[src/design/tvts_pkg.sv]
// Shared constants for the tolerant vector table search block.
// Field widths, register codes, stream packing sizes and parameter defaults.
// No dependencies.
`timescale 1ns / 1ps
`default_nettype none

package tvts_pkg;

  localparam int TOL_W          = 31;
  localparam int LEN_W          = 5;
  localparam int DIM_W          = 3;
  localparam int IDX_FIELD_W    = 4;
  localparam int FIELD_W        = 32;
  localparam int IN_VALUES      = 4;

  localparam int DEF_MAX_ENTRIES  = 16;
  localparam int DEF_VECTOR_LANES = 4;
  localparam int DEF_VALUE_BITS   = 32;

  localparam logic [DIM_W-1:0] DIM_RESET = 3'd4;

  localparam int CFG_ADDR_W = 2;
  localparam int CFG_DATA_W = 32;
  localparam logic [CFG_ADDR_W-1:0] CFG_TOLERANCE   = 2'd0;
  localparam logic [CFG_ADDR_W-1:0] CFG_LIST_LENGTH = 2'd1;
  localparam logic [CFG_ADDR_W-1:0] CFG_VECTOR_DIM  = 2'd2;

  localparam logic OP_WRITE  = 1'b0;
  localparam logic OP_SEARCH = 1'b1;

  localparam int S_TDATA_RAW = IDX_FIELD_W + IN_VALUES * FIELD_W;
  localparam int S_TDATA_W   = ((S_TDATA_RAW + 7) / 8) * 8;
  localparam int M_TDATA_W   = ((IDX_FIELD_W + 7) / 8) * 8;

endpackage

`default_nettype wire

[src/design/tvts_store.sv]
// Vector table memory: one row holds all lanes of one entry.
// One write port and one registered read port with read enable; uses no package.
`timescale 1ns / 1ps
`default_nettype none

module tvts_store #(
  parameter int MAX_ENTRIES = 16,
  parameter int ROW_W       = 128,
  parameter int IDX_W       = 4
) (
  input  wire logic             clk_i,
  input  wire logic             wr_en_i,
  input  wire logic [IDX_W-1:0] wr_addr_i,
  input  wire logic [ROW_W-1:0] wr_data_i,
  input  wire logic             rd_en_i,
  input  wire logic [IDX_W-1:0] rd_addr_i,
  output logic      [ROW_W-1:0] rd_data_o
);

  logic [ROW_W-1:0] mem_q [MAX_ENTRIES];
  logic [ROW_W-1:0] rd_data_q;

  always_ff @(posedge clk_i) begin
    if (wr_en_i) begin
      mem_q[wr_addr_i] <= wr_data_i;
    end
  end

  always_ff @(posedge clk_i) begin
    if (rd_en_i) begin
      rd_data_q <= mem_q[rd_addr_i];
    end
  end

  assign rd_data_o = rd_data_q;

endmodule

`default_nettype wire

[src/design/tvts_cmp.sv]
// Row comparator: tests every enabled lane of a stored row against the query.
// Each lane checks |entry - query| < tolerance at one extra bit; uses tvts_pkg.
`timescale 1ns / 1ps
`default_nettype none

module tvts_cmp #(
  parameter int VECTOR_LANES = 4,
  parameter int VALUE_BITS   = 32
) (
  input  wire logic [VECTOR_LANES*VALUE_BITS-1:0] row_i,
  input  wire logic [VECTOR_LANES*VALUE_BITS-1:0] query_i,
  input  wire logic [tvts_pkg::TOL_W-1:0]         tolerance_i,
  input  wire logic [tvts_pkg::DIM_W-1:0]         vector_dim_i,
  output logic                                    hit_o
);

  import tvts_pkg::*;

  localparam int CMP_W = (VALUE_BITS + 1 > TOL_W) ? VALUE_BITS + 1 : TOL_W;

  always_comb begin
    logic signed [VALUE_BITS:0] ent;
    logic signed [VALUE_BITS:0] qry;
    logic signed [VALUE_BITS:0] dpos;
    logic signed [VALUE_BITS:0] dneg;
    logic        [VALUE_BITS:0] mag;
    logic                       lane_ok;
    hit_o = 1'b1;
    for (int k = 0; k < VECTOR_LANES; k++) begin
      ent     = signed'({row_i[k*VALUE_BITS+VALUE_BITS-1], row_i[k*VALUE_BITS +: VALUE_BITS]});
      qry     = signed'({query_i[k*VALUE_BITS+VALUE_BITS-1],
                         query_i[k*VALUE_BITS +: VALUE_BITS]});
      dpos    = ent - qry;
      dneg    = qry - ent;
      mag     = dpos[VALUE_BITS] ? dneg : dpos;
      lane_ok = CMP_W'(mag) < CMP_W'(tolerance_i);
      if ((k < int'(vector_dim_i)) && !lane_ok) begin
        hit_o = 1'b0;
      end
    end
  end

endmodule

`default_nettype wire

[src/design/tolerant_vector_table_search.sv]
// Top level: configuration registers, scan sequencer and result register.
// Depends on tvts_pkg, tvts_store and tvts_cmp. A write transaction is stored at its accept edge.
// A search reads one entry per cycle; an untaken result holds a search at its end. A match on
// entry m raises m_axis_tvalid once the registered row of entry m is compared, no match once
// min(list_length, MAX_ENTRIES) entries are read; s_axis_tready returns with m_axis_tvalid.
// Reset clears control state and sets tolerance 0, list_length 0, vector_dim 4.
`timescale 1ns / 1ps
`default_nettype none

module tolerant_vector_table_search #(
  parameter int MAX_ENTRIES  = tvts_pkg::DEF_MAX_ENTRIES,
  parameter int VECTOR_LANES = tvts_pkg::DEF_VECTOR_LANES,
  parameter int VALUE_BITS   = tvts_pkg::DEF_VALUE_BITS
) (
  input  wire logic                           clk_i,
  input  wire logic                           rst_ni,
  input  wire logic                           cfg_valid_i,
  output logic                                cfg_ready_o,
  input  wire logic [tvts_pkg::CFG_ADDR_W-1:0] cfg_addr_i,
  input  wire logic [tvts_pkg::CFG_DATA_W-1:0] cfg_data_i,
  input  wire logic                           s_axis_tvalid,
  output logic                                s_axis_tready,
  // Fields from bit 0: entry_index[3:0], value_0, value_1, value_2, value_3, zero pad.
  input  wire logic [tvts_pkg::S_TDATA_W-1:0] s_axis_tdata,
  // Fields: operation.
  input  wire logic                           s_axis_tuser,
  output logic                                m_axis_tvalid,
  input  wire logic                           m_axis_tready,
  // Fields from bit 0: match_index[3:0], zero pad.
  output logic [tvts_pkg::M_TDATA_W-1:0]      m_axis_tdata,
  // Fields: found.
  output logic                                m_axis_tuser
);

  import tvts_pkg::*;

  localparam int IDX_W = (MAX_ENTRIES > 1) ? $clog2(MAX_ENTRIES) : 1;
  localparam int CNT_W = $clog2(MAX_ENTRIES + 1);
  localparam int EXT_W = (IDX_W > IDX_FIELD_W) ? IDX_W : IDX_FIELD_W;
  localparam int ROW_W = VECTOR_LANES * VALUE_BITS;

  localparam logic ST_IDLE = 1'b0;
  localparam logic ST_SCAN = 1'b1;

  logic [TOL_W-1:0] tol_q;
  logic [LEN_W-1:0] len_q;
  logic [DIM_W-1:0] dim_q;

  logic             state_q, state_d;
  logic [CNT_W-1:0] rd_cnt_q, rd_cnt_d;
  logic             cmp_vld_q, cmp_vld_d;
  logic [IDX_W-1:0] cmp_idx_q, cmp_idx_d;
  logic [ROW_W-1:0] qry_q, qry_d;
  logic             m_valid_q, m_valid_d;
  logic             m_found_q;
  logic [IDX_W-1:0] m_idx_q;

  logic             in_acc;
  logic [EXT_W-1:0] wr_idx_ext;
  logic             wr_en;
  logic [CNT_W-1:0] len_eff;
  logic             rd_en;
  logic [ROW_W-1:0] row;
  logic             row_hit;
  logic             hit;
  logic             exhausted;
  logic             fin;
  logic             out_free;
  logic             load_out;

  assign cfg_ready_o = 1'b1;

  always_ff @(posedge clk_i or negedge rst_ni) begin
    if (!rst_ni) begin
      tol_q <= '0;
      len_q <= '0;
      dim_q <= DIM_RESET;
    end else if (cfg_valid_i) begin
      case (cfg_addr_i)
        CFG_TOLERANCE:   tol_q <= cfg_data_i[TOL_W-1:0];
        CFG_LIST_LENGTH: len_q <= cfg_data_i[LEN_W-1:0];
        CFG_VECTOR_DIM:  dim_q <= cfg_data_i[DIM_W-1:0];
        default: ;
      endcase
    end
  end

  assign s_axis_tready = (state_q == ST_IDLE);
  assign in_acc        = s_axis_tvalid && s_axis_tready;

  always_comb begin
    qry_d = '0;
    for (int j = 0; j < VECTOR_LANES; j++) begin
      if (j < IN_VALUES) begin
        qry_d[j*VALUE_BITS +: VALUE_BITS] =
          VALUE_BITS'(signed'(s_axis_tdata[IDX_FIELD_W + j*FIELD_W +: FIELD_W]));
      end
    end
  end

  assign wr_idx_ext = EXT_W'(s_axis_tdata[IDX_FIELD_W-1:0]);
  assign wr_en      = in_acc && (s_axis_tuser == OP_WRITE) && (int'(wr_idx_ext) < MAX_ENTRIES);
  assign len_eff    = (int'(len_q) > MAX_ENTRIES) ? CNT_W'(MAX_ENTRIES) : CNT_W'(len_q);

  tvts_store #(
    .MAX_ENTRIES (MAX_ENTRIES),
    .ROW_W       (ROW_W),
    .IDX_W       (IDX_W)
  ) u_store (
    .clk_i     (clk_i),
    .wr_en_i   (wr_en),
    .wr_addr_i (wr_idx_ext[IDX_W-1:0]),
    .wr_data_i (qry_d),
    .rd_en_i   (rd_en),
    .rd_addr_i (rd_cnt_q[IDX_W-1:0]),
    .rd_data_o (row)
  );

  tvts_cmp #(
    .VECTOR_LANES (VECTOR_LANES),
    .VALUE_BITS   (VALUE_BITS)
  ) u_cmp (
    .row_i        (row),
    .query_i      (qry_q),
    .tolerance_i  (tol_q),
    .vector_dim_i (dim_q),
    .hit_o        (row_hit)
  );

  assign hit       = cmp_vld_q && row_hit;
  assign exhausted = !cmp_vld_q && (rd_cnt_q == len_eff);
  assign fin       = (state_q == ST_SCAN) && (hit || exhausted);
  assign out_free  = !m_valid_q || m_axis_tready;
  assign load_out  = fin && out_free;
  assign rd_en     = (state_q == ST_SCAN) && !hit && (rd_cnt_q < len_eff);

  always_comb begin
    state_d   = state_q;
    rd_cnt_d  = rd_cnt_q;
    cmp_vld_d = 1'b0;
    cmp_idx_d = cmp_idx_q;
    m_valid_d = m_axis_tready ? 1'b0 : m_valid_q;
    case (state_q)
      ST_IDLE: begin
        if (in_acc && (s_axis_tuser == OP_SEARCH)) begin
          state_d  = ST_SCAN;
          rd_cnt_d = '0;
        end
      end
      ST_SCAN: begin
        if (rd_en) begin
          rd_cnt_d  = rd_cnt_q + 1'b1;
          cmp_vld_d = 1'b1;
          cmp_idx_d = rd_cnt_q[IDX_W-1:0];
        end else if (fin && !out_free) begin
          cmp_vld_d = cmp_vld_q;
        end
        if (load_out) begin
          state_d   = ST_IDLE;
          m_valid_d = 1'b1;
        end
      end
      default: begin
        state_d = ST_IDLE;
      end
    endcase
  end

  always_ff @(posedge clk_i or negedge rst_ni) begin
    if (!rst_ni) begin
      state_q   <= ST_IDLE;
      rd_cnt_q  <= '0;
      cmp_vld_q <= 1'b0;
      cmp_idx_q <= '0;
      m_valid_q <= 1'b0;
    end else begin
      state_q   <= state_d;
      rd_cnt_q  <= rd_cnt_d;
      cmp_vld_q <= cmp_vld_d;
      cmp_idx_q <= cmp_idx_d;
      m_valid_q <= m_valid_d;
    end
  end

  always_ff @(posedge clk_i) begin
    if (in_acc) begin
      qry_q <= qry_d;
    end
    if (load_out) begin
      m_found_q <= hit;
      m_idx_q   <= hit ? cmp_idx_q : '0;
    end
  end

  assign m_axis_tvalid = m_valid_q;
  assign m_axis_tdata  = M_TDATA_W'(IDX_FIELD_W'(m_idx_q));
  assign m_axis_tuser  = m_found_q;

endmodule

`default_nettype wire

[config.mk]
export PLATFORM = sky130hd
export DESIGN_NAME = tolerant_vector_table_search
export DESIGN_NICKNAME = d
export VERILOG_FILES = /design/src/design/tvts_pkg.sv /design/src/design/tvts_store.sv /design/src/design/tvts_cmp.sv /design/src/design/tolerant_vector_table_search.sv
export SDC_FILE = /design/constraint.sdc
export NUM_CORES = 2
export LEC_CHECK = 0
export ABC_AREA = 1
export BUFFER_PORTS_ARGS = -buffer_cell sky130_fd_sc_hd__buf_2
export CORE_UTILIZATION = 55
export DETAILED_ROUTE_END_ITERATION = 10
export GPL_ROUTABILITY_DRIVEN = 0
export PLACE_DENSITY = 0.71
export SETUP_SLACK_MARGIN = 0.2
export SLEW_MARGIN = 20
export SYNTH_ARGS = -nofsm -noshare
export SYNTH_HDL_FRONTEND = slang
export SYNTH_SLANG_ARGS = --single-unit
export TNS_END_PERCENT = 100
[constraint.sdc]
create_clock -name clk_i -period 9.03 [get_ports clk_i]
set_input_delay 1.3545 -clock clk_i [delete_from_list [all_inputs] [get_ports clk_i]]
set_output_delay 1.3545 -clock clk_i [all_outputs]
set_load 0.005 [all_outputs]
==> summary.txt <==
Timing
  – Crit share post-route: 76.2%
  – Max-slew violations: 0
  – Setup violators final: 0
  – RSZ-0062 raised after global routing: false
  – Max Clk Rate: 0.145 GHz
  – Worst slew margin: 24.9%
  – Final Hold Viols: 0
  – Tightest Pin Transition: 1.13 ns
  – Final setup TNS: 0 ns
  – Clk_skew: about 0.063 ns
  – Min Tclk post-route: 6.88 ns

Die
  – Core area: 190,000 um^2
  – Row count: 160
  – I/O pin cnt: 188
  – Die Width: 440 um
  – Die Y: between 400 and 500 um
  – Initial Util: 55.4%
  – Die area: 193,000 um^2

GRT
  – Vias in the first global route: between 60,000 and 70,000
  – Pin count of the biggest net entering global routing: 179
  – GRT Overall Usage: 29.1%
  – Initial antenna violation count: 44
  – Total gr overflow: 0
  – First-pass GRT wire length: 425 mm

Layout
  – Layout Nets: about 9,700
  – FILL cells: 14,700
  – Share of layout cells above drive strength 1: 7.19%
  – Area grow syn2layout: 10.3%
  – Commonest non-fill, non-tap cell in the layout: edfxtp_1
  – Commonest cells after routing, fill and taps aside: 2,309 x edfxtp_1, 1,231 x nand2_1, 1,056 x o21ai_0
  – Area occupied by registers: 70,600 um^2
  – Multi-input gate area: approximately 30,000 um^2
  – Non-filler cells, final: 11,800

Power
  – Leakage: 42.2 nW
  – Total power divided by cell area: 336 nW/um^2
  – Peak VDD IR: 0.298 mV

Synthesis
  – Xor and xnor area share after synthesis: 1.03%
  – Synth top area share: 65.8%
  – Yosys cell types: 67
  – Synthesized instance count: 9,056
  – Dominant cells by area after synthesis: edfxtp_1 66%, o21ai_0 5.0%, ha_1 4.5%, nand2_1 4.4%, a21oi_1 4.1%
  – Multiplexer area fraction after synthesis: less than 1%
  – Number of flops mapped to enable cells by yosys: 2,309
  – Yosys Warn Count: 0
  – Cell Area, Synth: 105,000 um^2
  – Largest family of logic cells by synthesized area: compound AO/OA/AOI/OAI gates
  – Synth area leader: edfxtp_1
  – #FFs+latches synth: approximately 2,400
  – Sequential area share after synthesis: 67.0%
  – Async set-reset flop share out of synthesis: 2.16%
  – Post-Synth Adder-Cell Area: 4.69%
  – Main flop type after synthesis: edfxtp_1
  – Post-Synth Simple-Gate Area: under 10%
  – Syn Area/Cell: 11.6 um^2
  – Synth Area in Compound Gates: 13.9%

Critical path
  – Most Frequent Cell on Critical Path: nand2_1
  – Required @ worst endpoint: about 9.5 ns
  – Setup CP Type: flip-flop to flip-flop
  – Crit path max-delay cell type: nand2_2
  – WP data arrival: between 7 and 8 ns
  – Slowest stage delay, CP: around 0.56 ns
  – CP endpoint kind: flip-flop
  – Critical Path Fanout Max: 74
  – Critical Path Start Type: flip-flop

Min path
  – Hold Path Class: flip-flop to flip-flop

Run
  – Maxcap violations: 0

CTS
  – Setup bufs post-CTS: 0
  – CTS Buf Count: 225
  – Worst-Skew Late Latency: 0.91 ns
  – # H-tree levels: 4
  – Clk buf depth: 3
  – Worst-path clk slew: 0.06 ns
  – Sink Count: 2,360
  – Root Driver: clkbuf_16
  – CTS tree: done
  – Post-CTS sizing: 0
  – CTS Hold Bufs: 0

Drt
  – Via count: 72,800
  – Avg WL per Cell: approximately 24 um
  – # DRC: 0
  – DRT Pass-1 Iters: 8
  – Number of vias per cell: 6.16
  – Final antenna-violating net count: 0
  – WL final: 285 mm
  – DRT iter0 DRCs: 8,657

Placed design
  – Port-buffer cells: ~180
  – Inst Count DP: 11,400
  – DP HPWL: 157 mm

Run status
  – Status: completed
-- metrics by stage --
stage	hold slack, ns	power (mW)	util (%)	cell area (um^2)	setup slack, ns
2_1_floorplan	0.453	25.0	-	105000	0.658
3_3_place_gp	0.468	29.1	57.2	109000	2.35
3_5_place_dp	0.478	29.5	57.2	109000	2.29
4_1_cts	0.494	38.9	61.0	116000	2.20
5_1_grt	0.514	41.4	61.1	116000	1.45
6_report	0.491	39.0	61.1	116000	2.15
-- registers in the layout (all words and copies together) (netlist names), 3 cells and up --
signal and cells:
u_store.mem_q 2048, qry_q 128, tol_q 31, m_idx_q 4, rd_cnt_q 5, u_store.rd_data_o 128
dim_q 3, cmp_idx_q 4, len_q 5
-- final timing paths --
path,endpoint,cells after the start,startpoint,slack (ns)
min in group asynchronous,cmp_idx_q[2]$_DFFE_PN0P_,2,rst_ni,0.60
setup reg to reg,u_store.rd_data_o[54]$_DFFE_PP_,35,u_store.rd_data_o[32]$_DFFE_PP_,2.15
hold / removal,cmp_idx_q[0]$_DFFE_PN0P_,2,cmp_idx_q[0]$_DFFE_PN0P_,0.49
setup / recovery,u_store.rd_data_o[54]$_DFFE_PP_,35,u_store.rd_data_o[32]$_DFFE_PP_,2.15
max in group asynchronous,rd_cnt_q[0]$_DFFE_PN0P_,2,rst_ni,7.85
hold reg to reg,cmp_idx_q[0]$_DFFE_PN0P_,2,cmp_idx_q[0]$_DFFE_PN0P_,0.49
-- power by group --
part | internal [mW] | switching, mW | total [mW]
combinational | 5.26 | 11.1 | 16.4
clock | 5.23 | 4.13 | 9.36
sequential | 12.9 | 0.390 | 13.3
total | 23.4 | 15.6 | 39.0
-- kinds of logic (layout without fill, tap and decap cells) --
kind of cell | Yosys count | count (layout)
XOR/XNOR | 124 | 124
other | 2 | 17
flip-flops | 2360 | 2360
AND/OR/NAND/NOR | 2396 | 2396
multiplexers | 23 | 23
adder cells (fa/ha/maj) | 390 | 390
buffers and inverters | 1177 | 1410
AO/OA/AOI/OAI | 2584 | 2584
-- cell usage after synthesis (all sizes together) (2+ instances only) --
cell type	count
a21boi	8
buf	48
nand3b	2
and2	5
inv	736
a21o	16
o2111ai	3
a31oi	6
dfrtp	50
o211ai	20
mux2i	23
edfxtp	2309
nand2	1245
o22ai	263
nor3	34
a2bb2oi	2
ha	382
a311oi	4
o221a	2
nand3	90
o21bai	21
clkbuf	392
a21oi	860
xnor2	42
a31o	3
o221ai	269
a211oi	22
o21a	11
nor3b	2
nor4	3
xor2	82
nand4	3
conb	2
fa	8
or2	7
nor2	1003
o21ai	1066
-- metal layers --
metal,GRT usage [%],wire length (um),vias to the layer above,part of all wire [%]
met1,38.2,110000,35500,39
li1,-,-,32700,-
met3,5.62,27600,716,9.7
met4,12.9,12600,44,4.4
met5,0,281,-,0.099
met2,47.2,135000,3909,47
-- critical path: cells and delay by family, from the launching register on --
family	cells	cell delay, ns
AND/OR/NAND/NOR	24	2.89
buffers and inverters	6	1.51
adder cells (fa/ha/maj)	3	0.89
AO/OA/AOI/OAI	1	0.42
flip-flops	1	0.40
XOR/XNOR	1	0.23
-- final cells by class --
class / count / share of cell area (%)
sequential: 2360 / 60.8
antenna: 12 / 0.0259
inverter: 737 / 2.41
clock buffer: 270 / 5.00
tap: 2511 / 2.71
timing repair buffer: 260 / 1.60
clock inverter: 143 / 1.29
multi-input combinational: 5522 / 26.1
Power figures use the tool's default switching activity.
